$ cat config.mk
export PLATFORM = sky130hd
export DESIGN_NAME = current_rms_peak_meter
export DESIGN_NICKNAME = d
export VERILOG_FILES = /design/src/rtl/crpm_pkg.sv /design/src/rtl/crpm_ctrl.sv /design/src/rtl/crpm_dp.sv /design/src/rtl/current_rms_peak_meter.sv
export SDC_FILE = /design/constraint.sdc
export NUM_CORES = 1
export LEC_CHECK = 0
export ABC_AREA = 1
export BUFFER_PORTS_ARGS = -buffer_cell sky130_fd_sc_hd__buf_2
export CORE_MARGIN = 3
export CORE_UTILIZATION = 30
export DETAILED_ROUTE_END_ITERATION = 10
export GPL_TIMING_DRIVEN = 1
export RECOVER_POWER = 50
export SLEW_MARGIN = 20
export SYNTH_ARGS = -nofsm -noshare
export SYNTH_HDL_FRONTEND = slang
export SYNTH_SLANG_ARGS = --single-unit
$ cat constraint.sdc
create_clock -name clk -period 7 [get_ports clk]
set_input_delay 0.35 -clock clk [delete_from_list [all_inputs] [get_ports clk]]
set_output_delay 0.35 -clock clk [all_outputs]
set_load 0.005 [all_outputs]
$ cat src/rtl/crpm_pkg.sv
`default_nettype none
// ----------------------------------------------------------------------------
// crpm_pkg
// Shared constants and controller/datapath types for the RMS and peak meter.
// ----------------------------------------------------------------------------
package crpm_pkg;

  localparam int AdcBits    = 10;
  localparam int AvgDepth   = 8;
  localparam int CountBits  = 16;
  localparam int IdxBits    = (AvgDepth > 1) ? $clog2(AvgDepth) : 1;
  localparam int FillBits   = $clog2(AvgDepth + 1);
  localparam int DevBits    = AdcBits + 1;
  localparam int RingSumBits = DevBits + $clog2(AvgDepth + 1);
  localparam int SqBits     = 2 * AdcBits + CountBits;
  localparam int CalBits    = AdcBits + CountBits;
  // Dividend of the end-of-window divide: square sum scaled by 256.
  localparam int DivBits    = SqBits + 8;
  localparam int DivCntBits = $clog2(DivBits + 1);
  localparam int RootBits   = DivBits / 2 + 1;
  localparam int RootCntBits = $clog2(RootBits + 1);
  localparam logic [CountBits-1:0] CountLimit = {CountBits{1'b1}};

  localparam logic OpMeasure = 1'b0;
  localparam logic OpCalib   = 1'b1;

  typedef enum logic [2:0] {
    ST_IDLE,
    ST_FILTER,
    ST_ACCUM,
    ST_DIVIDE,
    ST_ROOT,
    ST_OUTPUT
  } state_t;

  // Divider operand selection.
  typedef enum logic [1:0] {
    DIV_RING,
    DIV_SQUARE,
    DIV_CALIB
  } div_sel_t;

  typedef struct packed {
    logic     load;       // capture input item, update counters
    logic     div_start;  // load divider operands
    div_sel_t div_sel;
    logic     div_step;
    logic     root_start;
    logic     root_step;
    logic     accum;      // fold filtered value into peak and square sum
    logic     finish;     // clear window state (result latched by out_valid_set)
    logic     out_valid_set;
  } crpm_cmd_t;

  typedef struct packed {
    logic     opcode;
    logic     last;
    logic     limited;    // count was at limit for this item
    logic     div_done;
    logic     root_done;
    logic     out_busy;
  } crpm_stat_t;

endpackage

`default_nettype wire

$ cat src/rtl/crpm_ctrl.sv
`default_nettype none
// ----------------------------------------------------------------------------
// crpm_ctrl
// Sequencer that steps the datapath through filter, divide and root phases.
// ----------------------------------------------------------------------------
module crpm_ctrl (
  input  wire                 clk,
  input  wire                 rst,
  input  wire                 in_fire,
  input  crpm_pkg::crpm_stat_t stat,
  output logic                in_ready,
  output crpm_pkg::crpm_cmd_t cmd
);

  crpm_pkg::state_t state, state_next;

  // State register.
  always_ff @(posedge clk) begin
    if (rst) begin
      state <= crpm_pkg::ST_IDLE;
    end else begin
      state <= state_next;
    end
  end

  // Next state.
  always_comb begin
    state_next = state;
    case (state)
      crpm_pkg::ST_IDLE: begin
        if (in_fire) state_next = crpm_pkg::ST_FILTER;
      end
      crpm_pkg::ST_FILTER: begin
        if (stat.limited) begin
          state_next = stat.last ? crpm_pkg::ST_ACCUM : crpm_pkg::ST_IDLE;
        end else if (stat.opcode == crpm_pkg::OpCalib) begin
          state_next = stat.last ? crpm_pkg::ST_ACCUM : crpm_pkg::ST_IDLE;
        end else begin
          state_next = crpm_pkg::ST_DIVIDE;
        end
      end
      // Window closing: start end-of-window divide.
      crpm_pkg::ST_ACCUM: state_next = crpm_pkg::ST_DIVIDE;
      crpm_pkg::ST_DIVIDE: begin
        if (stat.div_done) begin
          // The window divide leads to the root; the filter divide either ends the item or opens the window divide.
          if (second) begin
            state_next = crpm_pkg::ST_ROOT;
          end else begin
            state_next = stat.last ? crpm_pkg::ST_ACCUM : crpm_pkg::ST_IDLE;
          end
        end
      end
      crpm_pkg::ST_ROOT: begin
        if (stat.root_done) state_next = crpm_pkg::ST_OUTPUT;
      end
      crpm_pkg::ST_OUTPUT: begin
        if (!stat.out_busy) state_next = crpm_pkg::ST_IDLE;
      end
      default: state_next = crpm_pkg::ST_IDLE;
    endcase
  end

  // Phase tracking: a closing measure item under the limit divides twice (filter, then window).
  logic second, second_next;
  always_ff @(posedge clk) begin
    if (rst) begin
      second <= 1'b0;
    end else begin
      second <= second_next;
    end
  end

  always_comb begin
    second_next = second;
    if (state == crpm_pkg::ST_IDLE) second_next = 1'b0;
    else if (state == crpm_pkg::ST_ACCUM) second_next = 1'b1;
  end

  // Outputs.
  always_comb begin
    cmd = '0;
    cmd.div_sel = crpm_pkg::DIV_RING;
    in_ready = (state == crpm_pkg::ST_IDLE);
    case (state)
      crpm_pkg::ST_IDLE: cmd.load = in_fire;
      crpm_pkg::ST_FILTER: begin
        if (!stat.limited && stat.opcode == crpm_pkg::OpMeasure) begin
          cmd.div_start = 1'b1;
          cmd.div_sel   = crpm_pkg::DIV_RING;
        end
      end
      crpm_pkg::ST_ACCUM: begin
        cmd.div_start = 1'b1;
        cmd.div_sel   = (stat.opcode == crpm_pkg::OpCalib) ? crpm_pkg::DIV_CALIB
                                                          : crpm_pkg::DIV_SQUARE;
      end
      crpm_pkg::ST_DIVIDE: begin
        cmd.div_step = !stat.div_done;
        if (stat.div_done && !second) cmd.accum = 1'b1;
        if (stat.div_done && second) cmd.root_start = 1'b1;
      end
      crpm_pkg::ST_ROOT: cmd.root_step = !stat.root_done;
      crpm_pkg::ST_OUTPUT: begin
        if (!stat.out_busy) begin
          cmd.finish = second;
          cmd.out_valid_set = second;
        end
      end
      default: cmd = '0;
    endcase
  end

endmodule

`default_nettype wire

$ cat src/rtl/crpm_dp.sv
`default_nettype none
// ----------------------------------------------------------------------------
// crpm_dp
// Datapath: ring filter, accumulators, shared restoring divider and
// bit-pair square root, result register.
// ----------------------------------------------------------------------------
module crpm_dp (
  input  wire                          clk,
  input  wire                          rst,
  input  crpm_pkg::crpm_cmd_t          cmd,
  output crpm_pkg::crpm_stat_t         stat,
  input  wire                          in_opcode,
  input  wire [crpm_pkg::AdcBits-1:0]  in_sample,
  input  wire                          in_last,
  input  wire                          out_stall,
  output logic                         out_valid,
  output logic                         out_kind,
  output logic [crpm_pkg::AdcBits-1:0] out_peak,
  output logic [13:0]                  out_rms,
  output logic [crpm_pkg::AdcBits-1:0] out_offset,
  output logic                         out_ovf
);

  localparam int AB  = crpm_pkg::AdcBits;
  localparam int DB  = crpm_pkg::DivBits;
  localparam int RSB = crpm_pkg::RingSumBits;
  localparam int CB  = crpm_pkg::CountBits;

  // Captured item.
  logic            opc, lst, limited;
  logic [AB-1:0]   smp;

  // Persistent state.
  logic [AB-1:0]                   zero_offset;
  logic signed [crpm_pkg::DevBits-1:0] ring [crpm_pkg::AvgDepth];
  logic [crpm_pkg::IdxBits-1:0]    wr_idx;
  logic                            ring_full;
  logic signed [RSB-1:0]           ring_sum;
  logic [AB-1:0]                   peak;
  logic [crpm_pkg::SqBits-1:0]     sq_sum;
  logic [CB-1:0]                   meas_cnt, cal_cnt;
  logic [crpm_pkg::CalBits-1:0]    cal_sum;
  logic                            ovf_meas, ovf_cal;

  // Divider.
  logic [DB-1:0]                   dv_num, dv_rem;
  logic [DB-1:0]                   dv_den;
  logic [crpm_pkg::DivCntBits-1:0] dv_cnt;
  logic [DB:0]                     dv_trial;

  // Square root.
  logic [DB-1:0]                   rt_val, rt_res, rt_bit;
  logic [DB-1:0]                   rt_sum;

  logic signed [crpm_pkg::DevBits-1:0] dev;
  logic signed [RSB-1:0]           new_sum;
  logic [crpm_pkg::FillBits-1:0]   fill;
  logic [RSB-1:0]                  abs_sum;
  logic [AB-1:0]                   mag;
  logic [2*AB-1:0]                 mag_sq;
  logic [crpm_pkg::IdxBits:0]      idx_inc;

  assign dev = $signed({1'b0, smp}) - $signed({1'b0, zero_offset});
  assign new_sum = ring_sum + RSB'(dev)
                 - (ring_full ? RSB'(ring[wr_idx]) : RSB'(0));
  assign idx_inc = {1'b0, wr_idx} + 1'b1;
  assign fill = (ring_full || idx_inc == (crpm_pkg::IdxBits+1)'(crpm_pkg::AvgDepth))
              ? crpm_pkg::FillBits'(crpm_pkg::AvgDepth)
              : crpm_pkg::FillBits'(idx_inc);
  assign abs_sum = new_sum[RSB-1] ? RSB'(-new_sum) : RSB'(new_sum);
  // Quotient magnitude of the truncating divide equals |filtered value|.
  assign mag = AB'(dv_num);
  assign mag_sq = (2*AB)'(mag) * (2*AB)'(mag);

  assign dv_trial = {dv_rem[DB-2:0], dv_num[DB-1]} - {1'b0, dv_den};
  assign rt_sum = rt_res + rt_bit;

  assign stat.opcode    = opc;
  assign stat.last      = lst;
  assign stat.limited   = limited;
  assign stat.div_done  = (dv_cnt == '0);
  assign stat.root_done = (rt_bit == '0);
  assign stat.out_busy  = out_valid && out_stall;

  // Item capture and per-sample state.
  always_ff @(posedge clk) begin
    if (rst) begin
      zero_offset <= AB'(1) << (AB - 1);
      wr_idx <= '0;
      ring_full <= 1'b0;
      ring_sum <= '0;
      peak <= '0;
      sq_sum <= '0;
      meas_cnt <= '0;
      cal_cnt <= '0;
      cal_sum <= '0;
      ovf_meas <= 1'b0;
      ovf_cal <= 1'b0;
      limited <= 1'b0;
    end else begin
      if (cmd.load) begin
        opc <= in_opcode;
        smp <= in_sample;
        lst <= in_last;
        if (in_opcode == crpm_pkg::OpCalib) begin
          if (cal_cnt == crpm_pkg::CountLimit) begin
            ovf_cal <= 1'b1;
            limited <= 1'b1;
          end else begin
            cal_sum <= cal_sum + crpm_pkg::CalBits'(in_sample);
            cal_cnt <= cal_cnt + 1'b1;
            limited <= 1'b0;
          end
        end else begin
          limited <= (meas_cnt == crpm_pkg::CountLimit);
          if (meas_cnt == crpm_pkg::CountLimit) ovf_meas <= 1'b1;
          else meas_cnt <= meas_cnt + 1'b1;
        end
      end
      // Ring update happens at filter-divide launch.
      if (cmd.div_start && cmd.div_sel == crpm_pkg::DIV_RING) begin
        ring[wr_idx] <= dev;
        ring_sum <= new_sum;
        wr_idx <= (idx_inc == (crpm_pkg::IdxBits+1)'(crpm_pkg::AvgDepth))
                  ? '0 : crpm_pkg::IdxBits'(idx_inc);
        if (idx_inc == (crpm_pkg::IdxBits+1)'(crpm_pkg::AvgDepth)) ring_full <= 1'b1;
      end
      if (cmd.accum) begin
        if (mag > peak) peak <= mag;
        sq_sum <= sq_sum + crpm_pkg::SqBits'(mag_sq);
      end
      // Calibration offset comes from the divider quotient.
      if (cmd.root_start && cmd.div_sel == crpm_pkg::DIV_RING && !cmd.accum
          && opc == crpm_pkg::OpCalib && cal_cnt != '0) begin
        zero_offset <= AB'(dv_num);
      end
      if (cmd.finish) begin
        if (opc == crpm_pkg::OpCalib) begin
          cal_sum <= '0;
          cal_cnt <= '0;
          ovf_cal <= 1'b0;
        end else begin
          peak <= '0;
          sq_sum <= '0;
          meas_cnt <= '0;
          ovf_meas <= 1'b0;
        end
      end
    end
  end

  // Restoring divider, one quotient bit per cycle; quotient in dv_num.
  always_ff @(posedge clk) begin
    if (rst) begin
      dv_cnt <= '0;
    end else if (cmd.div_start) begin
      dv_rem <= '0;
      dv_cnt <= crpm_pkg::DivCntBits'(DB);
      case (cmd.div_sel)
        crpm_pkg::DIV_RING: begin
          dv_num <= DB'(abs_sum);
          dv_den <= DB'(fill);
        end
        crpm_pkg::DIV_SQUARE: begin
          dv_num <= {sq_sum, 8'd0};
          dv_den <= (meas_cnt == '0) ? DB'(1) : DB'(meas_cnt);
        end
        crpm_pkg::DIV_CALIB: begin
          dv_num <= DB'({cal_sum, 1'b0}) + DB'(cal_cnt);
          dv_den <= (cal_cnt == '0) ? DB'(1) : DB'({cal_cnt, 1'b0});
        end
        default: begin
          dv_num <= '0;
          dv_den <= DB'(1);
        end
      endcase
    end else if (cmd.div_step) begin
      dv_cnt <= dv_cnt - 1'b1;
      if (!dv_trial[DB]) begin
        dv_rem <= dv_trial[DB-1:0];
        dv_num <= {dv_num[DB-2:0], 1'b1};
      end else begin
        dv_rem <= {dv_rem[DB-2:0], dv_num[DB-1]};
        dv_num <= {dv_num[DB-2:0], 1'b0};
      end
    end
  end

  // Digit-by-digit integer square root, one result bit per cycle.
  always_ff @(posedge clk) begin
    if (cmd.root_start) begin
      rt_val <= dv_num;
      rt_res <= '0;
      rt_bit <= DB'(1) << ((DB - 1) & ~1);
    end else if (cmd.root_step) begin
      if (rt_val >= rt_sum) begin
        rt_val <= rt_val - rt_sum;
        rt_res <= (rt_res >> 1) + rt_bit;
      end else begin
        rt_res <= rt_res >> 1;
      end
      rt_bit <= rt_bit >> 2;
    end
  end

  // Result register.
  always_ff @(posedge clk) begin
    if (rst) begin
      out_valid <= 1'b0;
    end else begin
      if (out_valid && !out_stall) out_valid <= 1'b0;
      if (cmd.out_valid_set) out_valid <= 1'b1;
    end
  end

  always_ff @(posedge clk) begin
    if (cmd.out_valid_set) begin
      out_kind <= opc;
      out_offset <= zero_offset;
      if (opc == crpm_pkg::OpCalib) begin
        out_peak <= '0;
        out_rms <= '0;
        out_ovf <= ovf_cal;
      end else begin
        out_peak <= peak;
        out_rms <= (meas_cnt == '0) ? 14'd0 : rt_res[13:0];
        out_ovf <= ovf_meas;
      end
    end
  end

endmodule

`default_nettype wire

$ cat src/rtl/current_rms_peak_meter.sv
`default_nettype none
// A closing measurement item runs the filter divide, the window divide of the
// square sum, the square root and the result register; a closing calibration item,
// or one past the count limit, skips the filter divide. A measurement item within
// the limit holds the input through the 44-step divide of the ring sum.
// One item is in flight at a time; a stalled result adds its stall cycles.
// Synchronous reset clears the offset to mid-scale and all counters.
// ----------------------------------------------------------------------------
// current_rms_peak_meter
// Top level: RMS and peak meter with zero calibration and moving average.
// ----------------------------------------------------------------------------
module current_rms_peak_meter (
  input  wire                          clk,
  input  wire                          rst,
  input  wire                          in_valid,
  output logic                         in_stall,
  input  wire                          opcode,
  input  wire [crpm_pkg::AdcBits-1:0]  sample,
  input  wire                          last,
  output logic                         out_valid,
  input  wire                          out_stall,
  output logic                         result_kind,
  output logic [crpm_pkg::AdcBits-1:0] peak_counts,
  output logic [13:0]                  rms_counts_q4,
  output logic [crpm_pkg::AdcBits-1:0] zero_offset_out,
  output logic                         count_overflow
);

  crpm_pkg::crpm_cmd_t  cmd;
  crpm_pkg::crpm_stat_t stat;
  logic                 in_ready;
  logic                 in_fire;

  assign in_stall = !in_ready;
  assign in_fire  = in_valid && in_ready;

  crpm_ctrl u_ctrl (
    .clk      (clk),
    .rst      (rst),
    .in_fire  (in_fire),
    .stat     (stat),
    .in_ready (in_ready),
    .cmd      (cmd)
  );

  crpm_dp u_dp (
    .clk        (clk),
    .rst        (rst),
    .cmd        (cmd),
    .stat       (stat),
    .in_opcode  (opcode),
    .in_sample  (sample),
    .in_last    (last),
    .out_stall  (out_stall),
    .out_valid  (out_valid),
    .out_kind   (result_kind),
    .out_peak   (peak_counts),
    .out_rms    (rms_counts_q4),
    .out_offset (zero_offset_out),
    .out_ovf    (count_overflow)
  );

`ifndef SYNTHESIS
  // A new item is never taken while the sequencer is busy.
  a_load_idle: assert property (@(posedge clk) disable iff (rst)
    cmd.load |-> in_ready)
    else $error("item loaded while busy");

  // A result is only set up when the output register is free.
  a_out_free: assert property (@(posedge clk) disable iff (rst)
    cmd.out_valid_set |-> !(out_valid && out_stall))
    else $error("result overwrite");

  // Divide and root steps never overlap.
  a_no_overlap: assert property (@(posedge clk) disable iff (rst)
    !(cmd.div_step && cmd.root_step))
    else $error("divider and root active together");
`endif

endmodule

`default_nettype wire
==> reports/qor.txt <==
Outcome - finished with violations
Failing checks - capacitance limit, slew limit
Min-delay worst type - input port to register
Drc violations - 0
Post-Syn Instances - 4991
Worst Path Max Fanout - 17
Clock network latency to the later pin of the worst-skew pair - 0.68 ns
Global placement routability congestion - 0.9702
# setup viols final - 0
Port Buffer Count - 53
Unrepaired setup endpoints after global routing - no
# IOs - 54
Vias in the first global route - 32320
Synth Area in Adders - 12.52%
Place WS - 1.244 ns
Final Hold Fails - 0
Worst Skew - 0.06617 ns
Mapped Nets - 5325
First-pass GRT wire length - 180.0 mm
Cell Rows - 127
Via Count - 33350
Clock Path Buffers - 3
Worst setup path class - register to register
Post-synth EDFFs - 284
Finished Core Util - 33.85%
Post-synthesis cell type count - 67
Period minus WS final - 5.856 ns
Seq/Total Area, Yosys - 34.85%
Gr usage total - 17.80%
Setup crit end kind - register
#FFs+latches synth - 500
Syn avg cell area - 7.388 µm²
Mapped Area - 0.03687 mm²
Largest family of logic cells by synthesized area - simple AND/OR/NAND/NOR gates
Overflow after GRT - 0
Max Cap Viol - 10
Max-slew violations - 320
Worst-path clk slew - 0.06 ns
Fin worst setup slack - 1.144 ns
Root buf cell - clkbuf_16
Die Ht - 356.6 µm
Post-route ant nets - 0
Synth Area in Simple Gates - 24.65%
Post-synth top area share - 23.13%
Part of the cycle the worst path needs - 83.65%
Dominant cell type by area after synthesis - edfxtp_1
Crit start category - register
Share of layout cells above drive strength 1 - 4.358%
Starting density of the core - 30.49%
Core area - 0.1209 mm²
Worst-Margin Slew - 3.732 ns
Drt initial violations - 2223
Reg2reg setup slack - 1.14 ns
Die area - 0.1272 mm²
Synth Area in Compound Gates - 14.92%
WL/cell - 17.38 µm
Most used DFF post-synth - edfxtp_1
First-pass detailed-route iteration total - 5
Largest net degree at the start of global routing - 69
Via density - 4.990
Die Wd - 356.6 µm
Asr flop ratio synth - 0%
Setup TNS - 0 ns
CP required - 7.59 ns
Layout area overhead - 11.01%
Antenna violations before repair - 1
H-tree Lvls - 2
Worst slew margin - -148.8%
WP data arrival - 6.44 ns
Mux share of post-synthesis cell area - 0%
Number of synthesis warnings - 0
DRT Wirelength - 116.1 mm
CTS sink count - 500
CTS Buf Count - 59
XOR/XNOR share of the synthesized area - 3.539%
CTS tree - yes
# Post-CTS Setup Buffers - 0
Final nets - 5354
DPL Wire Length - 87.84 mm
Max Clk Rate - 170.8 MHz
Synth area leaders - edfxtp_1, dfxtp_1, nand2_1, ha_1, inv_1
==> repair_timing <==
item                                    4_1_cts  5_1_grt
hold buffers                                 12        0
endpoints found under the setup margin        0        0
gates resized for setup                       0        0
endpoints found under the hold margin        12        0
==> Yosys cell counts, drive strengths merged, types with 7 or more instances <==
cell type / instances
nand2: 1014
inv: 767
nor2: 565
o21ai: 395
a21oi: 394
nand3: 311
edfxtp: 284
ha: 233
dfxtp: 216
xor2: 92
nor3: 89
fa: 85
clkbuf: 71
buf: 61
xnor2: 57
nand4: 54
o22ai: 37
a31oi: 36
nor4: 35
o211ai: 28
or2: 27
nand3b: 24
o21bai: 23
a21o: 19
a211oi: 13
a21boi: 13
o21a: 9
and3: 7
==> through the flow <==
| stage | instances | cell area [µm²] | hold slack (ns) |
|---|---|---|---|
| CTS | 6682 | 41120 | 0.1517 |
| global placement | 6558 | 38880 | 0.4161 |
| detailed placement | 6558 | 38890 | 0.4161 |
| floorplan | 4991 | 36870 | 0.4082 |
| global route | 6683 | 40930 | 0.2747 |
| finish | 6684 | 40930 | 0.2452 |
==> cell families after synthesis <==
family,Yosys count
adder cells (fa/ha/maj),318
flip-flops,500
XOR/XNOR,149
AO/OA/AOI/OAI,993
buffers and inverters,899
AND/OR/NAND/NOR,2132
==> sequential cells by signal (all words and copies together) (netlist names), 6 cells and up, named ones only <==
register,count
u_dp.dv_num,44
u_dp.smp,10
u_dp.peak,10
u_dp.cal_sum,26
u_dp.zero_offset,10
u_dp.sq_sum,36
u_dp.out_rms,14
u_dp.rt_bit,22
u_dp.ring_sum,15
u_dp.cal_cnt,16
u_dp.dv_rem,43
u_dp.dv_cnt,6
u_dp.out_offset,10
u_dp.rt_res,44
u_dp.meas_cnt,16
u_dp.dv_den,17
u_dp.ring,88
u_dp.out_peak,10
u_dp.rt_val,44
==> per-layer routing <==
| metal | share of wire (%) | up-vias | track usage, % |
|---|---|---|---|
| met5 | 0 | - | 0 |
| met3 | 5.0 | 215 | 2.132 |
| met2 | 47 | 817 | 30.87 |
| met4 | 4.1 | 0 | 6.868 |
| li1 | - | 16610 | - |
| met1 | 44 | 15710 | 22.51 |
==> area by class of cell <==
cell class | count | area [µm²]
Tap cell | 1612 | 2017
Fill cell | 12780 | 79990
Inverter | 767 | 2879
Antenna cell | 1 | 2.502
Multi-Input combinational cell | 3592 | 20470
Sequential cell | 500 | 12850
Clock buffer | 83 | 1719
Clock inverter | 29 | 386.6
Timing Repair Buffer | 100 | 604.3
==> cell usage in the layout, fill, tap and decap left out, types with 36 or more instances in the layout <==
cell type,instances
fa_1,85
nor2_1,558
clkbuf_1,62
inv_1,753
a31oi_1,36
o21ai_0,354
nor3_1,80
nand2_1,1004
nand3_1,310
xnor2_1,57
o22ai_1,36
nand4_1,54
clkbuf_16,61
a21oi_1,388
xor2_1,92
ha_1,233
dfxtp_1,216
edfxtp_1,284
==> path summary, 6_finish.rpt <==
kind | endpoint | startpoint | depth (start not counted)
worst max register to register | u_dp.sq_sum[32] | u_dp.dv_num[1] | 22
worst min register to register | u_dp.out_offset[6] | u_dp.zero_offset[6] | 0
worst max-delay path | u_dp.sq_sum[32] | u_dp.dv_num[1] | 22
worst min-delay path | u_dp.cal_cnt[14] | in_valid | 5
==> worst max-delay path: stages, from the launching register on <==
cell and delay [ns]:
edfxtp_1 0.88, nand2_1 0.21, fa_1 0.54, fa_1 0.54, inv_1 0.05, fa_1 0.51, fa_1 0.55, inv_1 0.05
fa_1 0.54, inv_1 0.04, ha_1 0.34, nand2_1 0.12, nor2_1 0.25, nand2_1 0.09, nand2_1 0.08, nand2_1 0.05
nand3_1 0.17, nand2_1 0.07, o21ai_0 0.12, nand2_1 0.15, o21ai_0 0.18, nand2_1 0.06, nor2_1 0.18
Power is left out: the tool's default activity adds up to more than one toggle a clock period on the data nets, which glitch-free logic cannot reach.
